### config.mk
export PLATFORM = sky130hd
export DESIGN_NAME = min_falling_path_sum_unit_flat
export DESIGN_NICKNAME = d
export VERILOG_FILES = /design/src/sv/mfps_pkg.sv /design/src/sv/mfps_req_if.sv /design/src/sv/mfps_rsp_if.sv /design/src/sv/min_falling_path_sum_unit.sv /design/src/sv/mfps_seq.sv /design/src/sv/mfps_row_store.sv /design/src/sv/mfps_path_unit.sv /design/src/flat_wrapper.sv
export SDC_FILE = /design/constraint.sdc
export NUM_CORES = 2
export LEC_CHECK = 0
export ABC_AREA = 1
export BUFFER_PORTS_ARGS = -buffer_cell sky130_fd_sc_hd__buf_2
export CAP_MARGIN = 25
export CORE_MARGIN = 1.5
export CORE_UTILIZATION = 40
export CTS_BUF_LIST = sky130_fd_sc_hd__clkbuf_16
export CTS_CLUSTER_SIZE = 10
export DETAILED_ROUTE_END_ITERATION = 6
export SETUP_SLACK_MARGIN = 0.15
export SYNTH_ARGS = -nofsm -noshare
export SYNTH_HDL_FRONTEND = slang
export SYNTH_HIERARCHICAL = 1
export SYNTH_SLANG_ARGS = --single-unit
### constraint.sdc
create_clock -name clock -period 14.6 [get_ports clock]
set_input_delay 0.73 -clock clock [delete_from_list [all_inputs] [get_ports clock]]
set_output_delay 0.73 -clock clock [all_outputs]
set_load 0.01 [all_outputs]
### src/sv/mfps_pkg.sv
// shared constants and types for the minimum falling path sum unit
// no dependencies; compile first
package mfps_pkg;

   // fixed field widths
   localparam int CELL_W  = 16;
   localparam int OUT_W   = 22;
   localparam int SIDE_W  = 7;
   localparam int STORE_W = 24;

   // running minimum start value, largest positive 24-bit value
   localparam int RUN_MIN_RESET = 8388607;

   // per-cell position flags carried from the sequencer to the path unit
   typedef struct packed {
      logic first_row;
      logic has_left;
      logic last_col;
      logic last_row;
   } cell_flags_type;

endpackage

### src/sv/mfps_req_if.sv
// request channel carrying one matrix cell cost per transfer
// depends on mfps_pkg
interface mfps_req_if;
   import mfps_pkg::*;

   logic                     valid;
   logic                     ready;
   logic signed [CELL_W-1:0] cell_cost;

   modport source (output valid, output cell_cost, input ready);
   modport sink (input valid, input cell_cost, output ready);
endinterface

### src/sv/mfps_rsp_if.sv
// response channel carrying one minimum path sum per transfer
// depends on mfps_pkg
interface mfps_rsp_if;
   import mfps_pkg::*;

   logic                    valid;
   logic                    ready;
   logic signed [OUT_W-1:0] min_path_sum;

   modport source (output valid, output min_path_sum, input ready);
   modport sink (input valid, input min_path_sum, output ready);
endinterface

### src/sv/min_falling_path_sum_unit.sv
// Minimum falling path sum over a square matrix streamed one cell per transfer in
// row-major order; the side length comes from csr_wr_data and a write restarts the
// matrix. The unit takes one cell every clock unless the input stalls: a cell is
// read out of the row store one entry ahead at its transfer and finished in the
// compute stage, where its path cost is written back, so throughput is set by the
// single read and single write port of the row store; the last cell's result is
// registered. Input stalls only when one matrix ends while the previous result
// still waits on rsp_if.ready. The row store needs no clearing after reset.
// depends on mfps_pkg, mfps_req_if, mfps_rsp_if, mfps_seq, mfps_row_store,
// mfps_path_unit
module min_falling_path_sum_unit #(
   parameter int MAX_SIDE = 64
) (
   input  logic                        clock,
   input  logic                        reset,
   mfps_req_if.sink                    req_if,
   mfps_rsp_if.source                  rsp_if,
   input  logic                        csr_wr_en,
   input  logic [mfps_pkg::SIDE_W-1:0] csr_wr_data
);
   import mfps_pkg::*;

   localparam int COL_W  = (MAX_SIDE > 1) ? $clog2(MAX_SIDE) : 1;
   localparam int PATH_W = (CELL_W + COL_W > STORE_W) ? CELL_W + COL_W : STORE_W;

   logic                     accept, stall;
   logic [COL_W-1:0]         rd_addr;
   logic                     b_valid;
   cell_flags_type           b_flags;
   logic [COL_W-1:0]         b_col;
   logic signed [CELL_W-1:0] b_cost;
   logic signed [PATH_W-1:0] win_left, win_above, win_right;
   logic                     wr_en;
   logic [COL_W-1:0]         wr_addr;
   logic signed [PATH_W-1:0] wr_data;

   // input transfer
   assign req_if.ready = !reset && !stall;
   assign accept       = req_if.valid && req_if.ready;

   mfps_seq #(
      .MAX_SIDE (MAX_SIDE),
      .COL_W    (COL_W)
   ) u_seq (
      .clock       (clock),
      .reset       (reset),
      .csr_wr_en   (csr_wr_en),
      .csr_wr_data (csr_wr_data),
      .accept      (accept),
      .stall       (stall),
      .cell_cost   (req_if.cell_cost),
      .rd_addr     (rd_addr),
      .b_valid     (b_valid),
      .b_flags     (b_flags),
      .b_col       (b_col),
      .b_cost      (b_cost)
   );

   mfps_row_store #(
      .DEPTH  (MAX_SIDE),
      .COL_W  (COL_W),
      .PATH_W (PATH_W)
   ) u_row_store (
      .clock     (clock),
      .rd_en     (accept),
      .rd_addr   (rd_addr),
      .wr_en     (wr_en),
      .wr_addr   (wr_addr),
      .wr_data   (wr_data),
      .win_left  (win_left),
      .win_above (win_above),
      .win_right (win_right)
   );

   mfps_path_unit #(
      .COL_W  (COL_W),
      .PATH_W (PATH_W)
   ) u_path_unit (
      .clock     (clock),
      .reset     (reset),
      .csr_wr_en (csr_wr_en),
      .b_valid   (b_valid),
      .b_flags   (b_flags),
      .b_col     (b_col),
      .b_cost    (b_cost),
      .win_left  (win_left),
      .win_above (win_above),
      .win_right (win_right),
      .rsp_ready (rsp_if.ready),
      .stall     (stall),
      .wr_en     (wr_en),
      .wr_addr   (wr_addr),
      .wr_data   (wr_data),
      .rsp_valid (rsp_if.valid),
      .rsp_data  (rsp_if.min_path_sum)
   );
endmodule

### src/sv/mfps_seq.sv
// side length register, row and column counters, and the compute stage registers
// depends on mfps_pkg
module mfps_seq #(
   parameter int MAX_SIDE = 64,
   parameter int COL_W    = 6
) (
   input  logic                             clock,
   input  logic                             reset,
   input  logic                             csr_wr_en,
   input  logic [mfps_pkg::SIDE_W-1:0]      csr_wr_data,
   input  logic                             accept,
   input  logic                             stall,
   input  logic signed [mfps_pkg::CELL_W-1:0] cell_cost,
   output logic [COL_W-1:0]                 rd_addr,
   output logic                             b_valid,
   output mfps_pkg::cell_flags_type         b_flags,
   output logic [COL_W-1:0]                 b_col,
   output logic signed [mfps_pkg::CELL_W-1:0] b_cost
);
   import mfps_pkg::*;

   localparam int N_W   = COL_W + 1;
   localparam int CMP_W = (N_W > SIDE_W) ? N_W : SIDE_W;

   logic [SIDE_W-1:0]        side_ff;
   logic [COL_W-1:0]         col_ff, col_in;
   logic [COL_W-1:0]         row_ff, row_in;
   logic                     b_valid_ff;
   cell_flags_type           b_flags_ff;
   logic [COL_W-1:0]         b_col_ff;
   logic signed [CELL_W-1:0] b_cost_ff;

   logic [CMP_W-1:0] side_ext, n_cmp;
   logic [N_W-1:0]   n_eff, col_nx, row_nx;
   logic             last_col, last_row;
   cell_flags_type   flags;

   // effective side length: zero means one, clipped at the store depth
   always_comb begin
      side_ext = CMP_W'(side_ff);
      if (side_ext == '0) begin
         n_cmp = CMP_W'(1);
      end else if (side_ext > CMP_W'(MAX_SIDE)) begin
         n_cmp = CMP_W'(MAX_SIDE);
      end else begin
         n_cmp = side_ext;
      end
      n_eff = n_cmp[N_W-1:0];
   end

   // position of the cell at the input
   always_comb begin
      col_nx   = {1'b0, col_ff} + N_W'(1);
      row_nx   = {1'b0, row_ff} + N_W'(1);
      last_col = (col_nx == n_eff);
      last_row = (row_nx == n_eff);
      flags.first_row = (row_ff == '0);
      flags.has_left  = (col_ff != '0);
      flags.last_col  = last_col;
      flags.last_row  = last_row;
      // fetch the up-right entry, or entry zero for the next row
      rd_addr = last_col ? '0 : col_nx[COL_W-1:0];
      if (last_col) begin
         col_in = '0;
         row_in = last_row ? '0 : row_nx[COL_W-1:0];
      end else begin
         col_in = col_nx[COL_W-1:0];
         row_in = row_ff;
      end
   end

   // side register and counters; a register write restarts the matrix
   always_ff @(posedge clock) begin
      if (reset) begin
         side_ff <= SIDE_W'(1);
         col_ff  <= '0;
         row_ff  <= '0;
      end else if (csr_wr_en) begin
         side_ff <= csr_wr_data;
         col_ff  <= '0;
         row_ff  <= '0;
      end else if (accept) begin
         col_ff <= col_in;
         row_ff <= row_in;
      end
   end

   // compute stage valid, held while the finished sum cannot leave
   always_ff @(posedge clock) begin
      if (reset) begin
         b_valid_ff <= 1'b0;
      end else if (!stall) begin
         b_valid_ff <= accept;
      end
   end

   // compute stage payload
   always_ff @(posedge clock) begin
      if (accept) begin
         b_flags_ff <= flags;
         b_col_ff   <= col_ff;
         b_cost_ff  <= cell_cost;
      end
   end

   assign b_valid = b_valid_ff;
   assign b_flags = b_flags_ff;
   assign b_col   = b_col_ff;
   assign b_cost  = b_cost_ff;
endmodule

### src/sv/mfps_row_store.sv
// row store of path costs: one write port, one registered read port with
// same-cycle forwarding, and a three-entry window of previous-row costs
module mfps_row_store #(
   parameter int DEPTH  = 64,
   parameter int COL_W  = 6,
   parameter int PATH_W = 24
) (
   input  logic                     clock,
   input  logic                     rd_en,
   input  logic [COL_W-1:0]         rd_addr,
   input  logic                     wr_en,
   input  logic [COL_W-1:0]         wr_addr,
   input  logic signed [PATH_W-1:0] wr_data,
   output logic signed [PATH_W-1:0] win_left,
   output logic signed [PATH_W-1:0] win_above,
   output logic signed [PATH_W-1:0] win_right
);
   logic signed [PATH_W-1:0] row_mem [DEPTH];
   logic signed [PATH_W-1:0] rd_ff;
   logic signed [PATH_W-1:0] above_ff;
   logic signed [PATH_W-1:0] left_ff;

   // write back of the computed path cost
   always_ff @(posedge clock) begin
      if (wr_en) begin
         row_mem[wr_addr] <= wr_data;
      end
   end

   // read one entry ahead and slide the window on every input transfer
   always_ff @(posedge clock) begin
      if (rd_en) begin
         if (wr_en && (wr_addr == rd_addr)) begin
            rd_ff <= wr_data;
         end else begin
            rd_ff <= row_mem[rd_addr];
         end
         above_ff <= rd_ff;
         left_ff  <= above_ff;
      end
   end

   assign win_left  = left_ff;
   assign win_above = above_ff;
   assign win_right = rd_ff;
endmodule

### src/sv/mfps_path_unit.sv
// path cost add, running minimum over the final row, and the result register
// depends on mfps_pkg
module mfps_path_unit #(
   parameter int COL_W  = 6,
   parameter int PATH_W = 24
) (
   input  logic                               clock,
   input  logic                               reset,
   input  logic                               csr_wr_en,
   input  logic                               b_valid,
   input  mfps_pkg::cell_flags_type           b_flags,
   input  logic [COL_W-1:0]                   b_col,
   input  logic signed [mfps_pkg::CELL_W-1:0] b_cost,
   input  logic signed [PATH_W-1:0]           win_left,
   input  logic signed [PATH_W-1:0]           win_above,
   input  logic signed [PATH_W-1:0]           win_right,
   input  logic                               rsp_ready,
   output logic                               stall,
   output logic                               wr_en,
   output logic [COL_W-1:0]                   wr_addr,
   output logic signed [PATH_W-1:0]           wr_data,
   output logic                               rsp_valid,
   output logic signed [mfps_pkg::OUT_W-1:0]  rsp_data
);
   import mfps_pkg::*;

   localparam logic signed [PATH_W-1:0] RUN_MIN_INIT = PATH_W'(RUN_MIN_RESET);

   logic signed [PATH_W-1:0] run_min_ff;
   logic                     rsp_valid_ff;
   logic signed [OUT_W-1:0]  rsp_data_ff;

   logic signed [PATH_W-1:0] cost_ext, best, path, run_cand;
   logic                     last_cell, fire;

   // smallest of up-left, up and up-right plus the cell cost; the cell cost alone on the first row
   always_comb begin
      cost_ext = PATH_W'(b_cost);
      best     = win_above;
      if (b_flags.has_left && (win_left < best)) begin
         best = win_left;
      end
      if (!b_flags.last_col && (win_right < best)) begin
         best = win_right;
      end
      path     = b_flags.first_row ? cost_ext : best + cost_ext;
      run_cand = (path < run_min_ff) ? path : run_min_ff;
   end

   // hold the stage only when a matrix ends and the result slot is blocked
   always_comb begin
      last_cell = b_flags.last_row && b_flags.last_col;
      stall     = b_valid && last_cell && rsp_valid_ff && !rsp_ready;
      fire      = b_valid && !stall;
   end

   assign wr_en   = fire;
   assign wr_addr = b_col;
   assign wr_data = path;

   // running minimum over the final row
   always_ff @(posedge clock) begin
      if (reset || csr_wr_en) begin
         run_min_ff <= RUN_MIN_INIT;
      end else if (fire && b_flags.last_row) begin
         run_min_ff <= b_flags.last_col ? RUN_MIN_INIT : run_cand;
      end
   end

   // result register
   always_ff @(posedge clock) begin
      if (reset) begin
         rsp_valid_ff <= 1'b0;
      end else if (fire && last_cell) begin
         rsp_valid_ff <= 1'b1;
      end else if (rsp_ready) begin
         rsp_valid_ff <= 1'b0;
      end
   end

   always_ff @(posedge clock) begin
      if (fire && last_cell) begin
         rsp_data_ff <= run_cand[OUT_W-1:0];
      end
   end

   assign rsp_valid = rsp_valid_ff;
   assign rsp_data  = rsp_data_ff;
endmodule

### src/flat_wrapper.sv
// flat-port wrapper written by rule: the top's interface ports become plain ports
module min_falling_path_sum_unit_flat import mfps_pkg::*;
#(
   parameter int MAX_SIDE = 64
)
  (clock, reset, csr_wr_en, csr_wr_data, req_if_valid, req_if_cell_cost, req_if_ready, rsp_if_valid, rsp_if_min_path_sum, rsp_if_ready);
  mfps_req_if req_if_i ();
  mfps_rsp_if rsp_if_i ();
  input  logic clock;
  input  logic reset;
  input  logic csr_wr_en;
  input  logic [mfps_pkg::SIDE_W-1:0] csr_wr_data;
  input wire logic [$bits(req_if_i.valid)-1:0] req_if_valid;
  input wire logic [$bits(req_if_i.cell_cost)-1:0] req_if_cell_cost;
  output wire logic [$bits(req_if_i.ready)-1:0] req_if_ready;
  output wire logic [$bits(rsp_if_i.valid)-1:0] rsp_if_valid;
  output wire logic [$bits(rsp_if_i.min_path_sum)-1:0] rsp_if_min_path_sum;
  input wire logic [$bits(rsp_if_i.ready)-1:0] rsp_if_ready;
  assign req_if_i.valid = req_if_valid;
  assign req_if_i.cell_cost = req_if_cell_cost;
  assign req_if_ready = req_if_i.ready;
  assign rsp_if_valid = rsp_if_i.valid;
  assign rsp_if_min_path_sum = rsp_if_i.min_path_sum;
  assign rsp_if_i.ready = rsp_if_ready;
  min_falling_path_sum_unit #(.MAX_SIDE(MAX_SIDE)) u_core (.clock(clock), .reset(reset), .req_if(req_if_i), .rsp_if(rsp_if_i), .csr_wr_en(csr_wr_en), .csr_wr_data(csr_wr_data));
endmodule
======== After elaboration in Yosys (flattened, before gate mapping) ========
Memory sizes are Yosys's and may differ from the RTL's. A register that Yosys moved wholly into a read port is not among the register bits.
Cells that the tools add are included.
cells by class
  bitwise gates (word level) .............. 0
  equal/unequal tests ..................... 2
  shifts and indexed selects .............. 0
  add/sub/neg operators ................... 3
  divide/modulo/power cells ............... 0
  multiplexer cells ....................... 13
  reductions and logical operators ........ 24
  order comparisons ....................... 4
  multiply operators ...................... 0
operator list
  operator                                      number
  two-way mux 24 bit                            5
  < comparator 24 bit                           3
  adder 24 x 16 -> 24 bit                       1
  adder 6 x 1 -> 7 bit (second input constant)  2
  equality test 7 bit                           2
  two-way mux 7 bit                             2
  two-way mux 6 bit                             2
  logical AND 1 bit                             11
  > comparator 7 bit (second input constant)    1
  logical NOT 7 bit                             1
  logical NOT 6 bit                             1
  nonzero test 6 bit                            1
  logical NOT 1 bit                             4
  two-way mux 1 bit                             4
  AND reduction 2 bit                           2
  nonzero test 2 bit                            2
  OR reduction 2 bit                            1
  logical OR 1 bit                              1
storage, ports and cells
  register bits ........................... 141
  bits in latches ......................... 0
  RAM bits ................................ 1536
  bits in read-only memories .............. 0
  input bits .............................. 28
  word-level logic and storage cells ...... 63
  memories kept ........................... 1
memories
  memory                      depth  bits a word  read ports  clocked after Yosys merged registers in  write ports  line                  source
  u_core.u_row_store.row_mem  64     24           1           1                                        1            mfps_row_store.sv:18  logic signed [PATH_W-1:0] row_mem [DEPTH];

======== Logic depth before layout (Yosys ltp) ========
  word-level depth ........................ 11
  gate-level depth with buffers ........... 67
  gate-level depth less buffers ........... 62

======== Hierarchy ========
The synthesis kept the hierarchy.
by module, submodules not included
  module                     times used  area an instance (um^2)  cells each
  mfps_row_store             1           64468.1                  5276
  mfps_path_unit             1           5535.3                   829
  mfps_seq                   1           2199.6                   272
  min_falling_path_sum_unit  1           27.5                     6

======== Worst setup path after synthesis ========
OpenSTA, ideal clock, no wires.
  kind .................................... reg2reg
  start point ............................. register u_core.u_row_store.left_ff[23] (netlist: u_core/u_row_store/win_left[23])
  end point ............................... register u_core.u_path_unit.run_min_ff[10]
  arrival time ............................ 10.242 ns
  period minus slack after synthesis ...... 10.376 ns
  cell stages (with the launch flop) ...... 63
  setup slack ............................. 4.224 ns
  data required time ...................... 14.466 ns
  setup time .............................. 0.134 ns
  path through ............................ edfxtp_1 > ha_1 > nand2_1 > nor2_2 > nand2_2 > nor2_1 > nand2_1 > nand2_1 > nor2_1 > nand2_1 > nand2_1 > nand3_2 > clkbuf_1 > buf_1 > nor2_1 > a21oi_1 > inv_1 > ha_1 > (+27 left out) > nand2_1 > nand2_1 > o21ai_0 > ha_1 > nand2_1 > nor2_1 > a211oi_1 > o221ai_1 > a21oi_1 > nand2_1 > or2_0 > nand2_2 > inv_2 > buf_2 > nand2_1 > o21ai_1 > o21ai_0 > o211ai_1
on the way
  cells in the longest elaborated chain, start to end .. 11
RTL lines
  what                                 line                             source
  start: declaration                   mfps_row_store.sv:21             logic signed [PATH_W-1:0] left_ff;
  start signal: assignment             mfps_row_store.sv:39             left_ff <= above_ff;
  < comparator 24 bit                  mfps_path_unit.sv:40             if (b_flags.has_left && (win_left < best)) begin
  logical AND 1 bit                    mfps_path_unit.sv:40
  two-way mux 24 bit (*)               mfps_path_unit.sv:40
  < comparator 24 bit                  mfps_path_unit.sv:43             if (!b_flags.last_col && (win_right < best)) begin
  logical AND 1 bit                    mfps_path_unit.sv:43
  two-way mux 24 bit (*)               mfps_path_unit.sv:43
  adder 24 x 16 -> 24 bit (*)          mfps_path_unit.sv:46             path = b_flags.first_row ? cost_ext : best + cost_ext;
  two-way mux 24 bit (*)               mfps_path_unit.sv:46
  net u_core.wr_data[10]               min_falling_path_sum_unit.sv:35  logic signed [PATH_W-1:0] wr_data;
  < comparator 24 bit                  mfps_path_unit.sv:47             run_cand = (path < run_min_ff) ? path : run_min_ff;
  two-way mux 24 bit (*)               mfps_path_unit.sv:47
  net u_core.u_path_unit.run_cand[10]  mfps_path_unit.sv:33             logic signed [PATH_W-1:0] cost_ext, best, path, run_cand;
  two-way mux 24 bit (*)               mfps_path_unit.sv:66             run_min_ff <= b_flags.last_col ? RUN_MIN_INIT : run_cand;
  end signal: assignment               mfps_path_unit.sv:66
  end: declaration                     mfps_path_unit.sv:29             logic signed [PATH_W-1:0] run_min_ff;
The timed path passes the listed nets; every way through them passes the cells marked *. The select of a mux whose other input is x is not followed.
A chain may end at the register's enable or synchronous reset.

======== Worst setup path after layout ========
  start point ............................. register u_core.u_row_store.left_ff[19] (netlist: u_core/u_row_store/win_left[19])
  end point ............................... register u_core.u_path_unit.run_min_ff[4]
on the way
  cells in the longest elaborated chain, start to end .. 11
RTL lines
  what                                line
  < comparator 24 bit                 mfps_path_unit.sv:40
  logical AND 1 bit                   mfps_path_unit.sv:40
  two-way mux 24 bit (*)              mfps_path_unit.sv:40
  < comparator 24 bit                 mfps_path_unit.sv:43
  logical AND 1 bit                   mfps_path_unit.sv:43
  two-way mux 24 bit (*)              mfps_path_unit.sv:43
  adder 24 x 16 -> 24 bit (*)         mfps_path_unit.sv:46
  two-way mux 24 bit (*)              mfps_path_unit.sv:46
  net u_core.wr_data[22]              min_falling_path_sum_unit.sv:35
  < comparator 24 bit (*)             mfps_path_unit.sv:47
  two-way mux 24 bit (*)              mfps_path_unit.sv:47
  net u_core.u_path_unit.run_cand[4]  mfps_path_unit.sv:33
  two-way mux 24 bit (*)              mfps_path_unit.sv:66
Marked as above.

==> metrics.log <==
INFO  metric synth.top_cells.by_count = nand2_1 (2,070), edfxtp_1 (1,656), nand3_1 (1,444)
INFO  metric power.total = 0.0110 W
INFO  metric tightest_slew = 1.26 ns
INFO  metric post-route-cell-area = 0.0799 mm^2
INFO  metric power_density = 138 mW/mm^2
INFO  metric route.antenna.remaining_nets = 0
INFO  metric cts_root_buffer = clkbuf_16
INFO  metric clock_path_buffers = 3
INFO  metric ff_latch_area = 0.0506 mm^2
INFO  metric static-leakage-power = 29.1 nW
INFO  metric cts.sinks = 1,701
INFO  metric finalMaxSlewViolations = 0
INFO  metric dieWidth = 428 um
INFO  metric yosys.area.top_type = edfxtp_1
INFO  metric share_seq_of_total_power = 0.501
INFO  metric p_comb_frac = 0.119
INFO  metric grt.total_usage = 0.215
INFO  metric ir_drop = 0.0908 mV
INFO  metric cp.required = 15.29 ns
INFO  metric dp.cells = 8,532
INFO  metric worst_path_most_repeated_cell = nand2_1
INFO  metric synth_top_cell_area_share = 0.688
INFO  metric synthesis.yosys.warnings = 6
INFO  metric postSynthRegisterBits = 1,701
INFO  metric drt-pass1-iter-count = 7
INFO  metric relative_contribution_of_the_clock_network_to_total_power = 0.380
INFO  metric area.growth.synth_to_final = 10.7%
INFO  metric final-setup-viol-count = 0
INFO  metric max_cap_viol_count = 0
INFO  metric clock_insertion_delay_worst_skew = 0.83 ns
INFO  metric fp.dieH = 428 um
INFO  metric cts_bufs_inserted = 191
INFO  metric dr_total_vias = 48,300
INFO  metric synth-async-reset-ratio = 0
INFO  metric postSynth.topFlopCell = edfxtp_1
INFO  metric critPathCaptureType = register
INFO  metric htree_num_levels = 4
INFO  metric synth_cell_type_count = 46
INFO  metric route.detailed.drc = 2
INFO  metric grt_setup_unrepaired = false
INFO  metric post_route_cells_drive_above_1_share = 0.0817
INFO  metric synth.area.top_cells = edfxtp_1 (69%), nand2_1 (11%), nand3_1 (10%)
INFO  metric placeable_core_region = 0.179 mm^2
INFO  metric postPlaceCellArea = 0.0747 mm^2
INFO  metric quantity_of_gates_resized_following_cts = 0
INFO  metric clock-skew-final = 0.0221 ns
INFO  metric layout_min_cycle_time = 9.87 ns
INFO  metric path_max_fanout = 47
INFO  metric part_of_the_yosys_area_used_for_sequential_elements = 0.701
INFO  metric first_global_vias = 45,900
INFO  metric synthesis.area_per_instance = 11.3 um^2
INFO  metric synth_area = 0.0722 mm^2
INFO  metric total_length_of_routed_wires = 201 mm
INFO  metric min_period_over_period = 0.676
INFO  metric pin_count_of_the_biggest_net_entering_global_routing = 226
INFO  metric design.die.area = 0.183 mm^2
INFO  metric critical-path-slowest-cell = nand3_2
INFO  metric num_rows = 155
INFO  metric number_of_antenna_violations_at_the_first_check_in_global_routing = 5
INFO  metric layout.nets = 6,498
INFO  metric finalHoldViolations = 0
INFO  metric multiInputGateArea = 0.0190 mm^2
INFO  metric critPathKind = register to register
INFO  metric fin_tns_setup = 0 ns
INFO  metric worst_setup_path_start_kind = register
INFO  metric post-cts-setup-buffer-count = 0
INFO  metric sw_frac_of_total = 0.256
INFO  metric detailed_place_hpwl = 102 mm
INFO  metric power.net_switching = 0.00283 W
INFO  metric synth_nets = 6,509
INFO  metric cts-hold-fix-buffers = 0
INFO  metric synth_edf_count = 1,656
INFO  metric gp_congestion = 0.862
INFO  metric detail_route.vias_per_cell = 5.51
INFO  metric boundaryPins = 52
INFO  metric grt_remaining_overflow = 0
INFO  metric worst_hold_slack = 0.0830 ns
INFO  metric fillerInstances = 16,100
INFO  metric outcome = finished with violations
INFO  metric synth_most_common_cell = nand2_1
INFO  metric synthCells = 6,383
INFO  metric avgRoutedWirePerCell = 22.9 um
INFO  metric cts_tree = built
INFO  metric violations_in_the_final_reports = DRC
INFO  metric grt_pass1_wl = 297 mm
INFO  metric cellInternalPower = 0.00821 W
INFO  metric hp-class = input pin to register
INFO  metric drtIter0Drc = 5,548
INFO  metric initial_utilization = 0.404
INFO  metric cts.reportedPaths.clkPinSlew = 0.06 ns
INFO  metric port_buf_inserts = 51
INFO  metric max_slew_margin = 0.162
INFO  metric maxClockFrequency = 0.101 GHz
INFO  metric timing.critical_path.slowest_cell_delay = 0.69 ns
INFO  metric post_layout_nonfiller_instances = 8,774
INFO  metric cp.arrival = 10.56 ns
per-stage QoR:
| step | util | setup slack (ns) |
|---|---|---|
| 5_1_grt | 0.447 | 3.60 |
| 2_1_floorplan | - | 4.22 |
| 6_report | 0.447 | 4.73 |
| 3_5_place_dp | 0.417 | 4.59 |
| 4_1_cts | 0.446 | 4.55 |
| 3_3_place_gp | 0.417 | 4.63 |
flip-flops by register name, summed over array words and instances (netlist names), 7 cells and up:
| signal | cells |
|---|---|
| u_core/u_path_unit/rsp_data | 22 |
| u_core/u_path_unit/run_min_ff | 24 |
| u_core/u_row_store/row_mem | 1536 |
| u_core/u_row_store/win_above | 24 |
| u_core/u_row_store/win_left | 24 |
| u_core/u_row_store/win_right | 24 |
| u_core/u_seq/b_cost | 16 |
| u_core/u_seq/side_ext | 7 |
cells in the final DEF, fill, tap and decap left out, drive strengths merged, types with 45 or more instances in the layout:
cell    netlist  final
nand2      2077   2077
edfxtp     1656   1656
nand3      1448   1448
inv         192    222
clkbuf       68    194
buf         315    179
nor2        170    170
a21oi       113    113
ha           97     97
o21ai        96     96
dfxtp        45     45
layer usage:
| layer | global-route usage | wire (um) |
|---|---|---|
| met5 | 0 | 0 |
| met4 | 0.0704 | 5560 |
| met3 | 0.0370 | 15700 |
| met2 | 0.345 | 94900 |
| met1 | 0.296 | 84600 |
critical path: cells and delay by family (launching register included):
family                   cells  cell delay, ns
buffers and inverters        6            1.13
AND/OR/NAND/NOR             34            4.40
AO/OA/AOI/OAI               14            2.48
flip-flops                   1            0.40
adder cells (fa/ha/maj)      5            1.31
power groups by stage:
stage	registers (W)	clock network, W	logic (W)
global route	0.00553	0.00445	0.00146
global placement	0.00563	0	0.00129
floorplan	0.00562	0	0.000899
CTS	0.00553	0.00426	0.00131
finish	0.00553	0.00419	0.00132
detailed placement	0.00563	0	0.00131
worst paths after layout:
| check | startpoint | end | slack, ns | cells after the start |
|---|---|---|---|---|
| worst max register to register | u_core/u_row_store/win_left[19] | u_core/u_path_unit/run_min_ff[4] | 4.73 | 59 |
| worst min-delay path | req_if_cell_cost[1] | u_core/u_seq/b_cost[1] | 0.08 | 1 |
| worst min register to register | u_core/u_row_store/win_above[14] | u_core/u_row_store/win_left[14] | 0.45 | 0 |
| worst max-delay path | u_core/u_row_store/win_left[19] | u_core/u_path_unit/run_min_ff[4] | 4.73 | 59 |
cell families after synthesis:
logic type,after synthesis,synth area share
simple gates,3745,0.222
flops,1701,0.701
buf+inv,579,0.0395
compound gates,256,0.0200
fa+ha+maj,98,0.0171
xor+xnor,4,0.000485
cell type report:
type / count / area share
Tap cell: 2355 / 0.0369
Inverter: 196 / 0.00997
Sequential cell: 1701 / 0.633
Antenna cell: 2 / 0.0000626
Multi-Input combinational cell: 4103 / 0.238
Clock inverter: 44 / 0.00418
Timing Repair Buffer: 179 / 0.0171
Clock buffer: 194 / 0.0607
No activity file was read; power rests on OpenSTA's default activity.
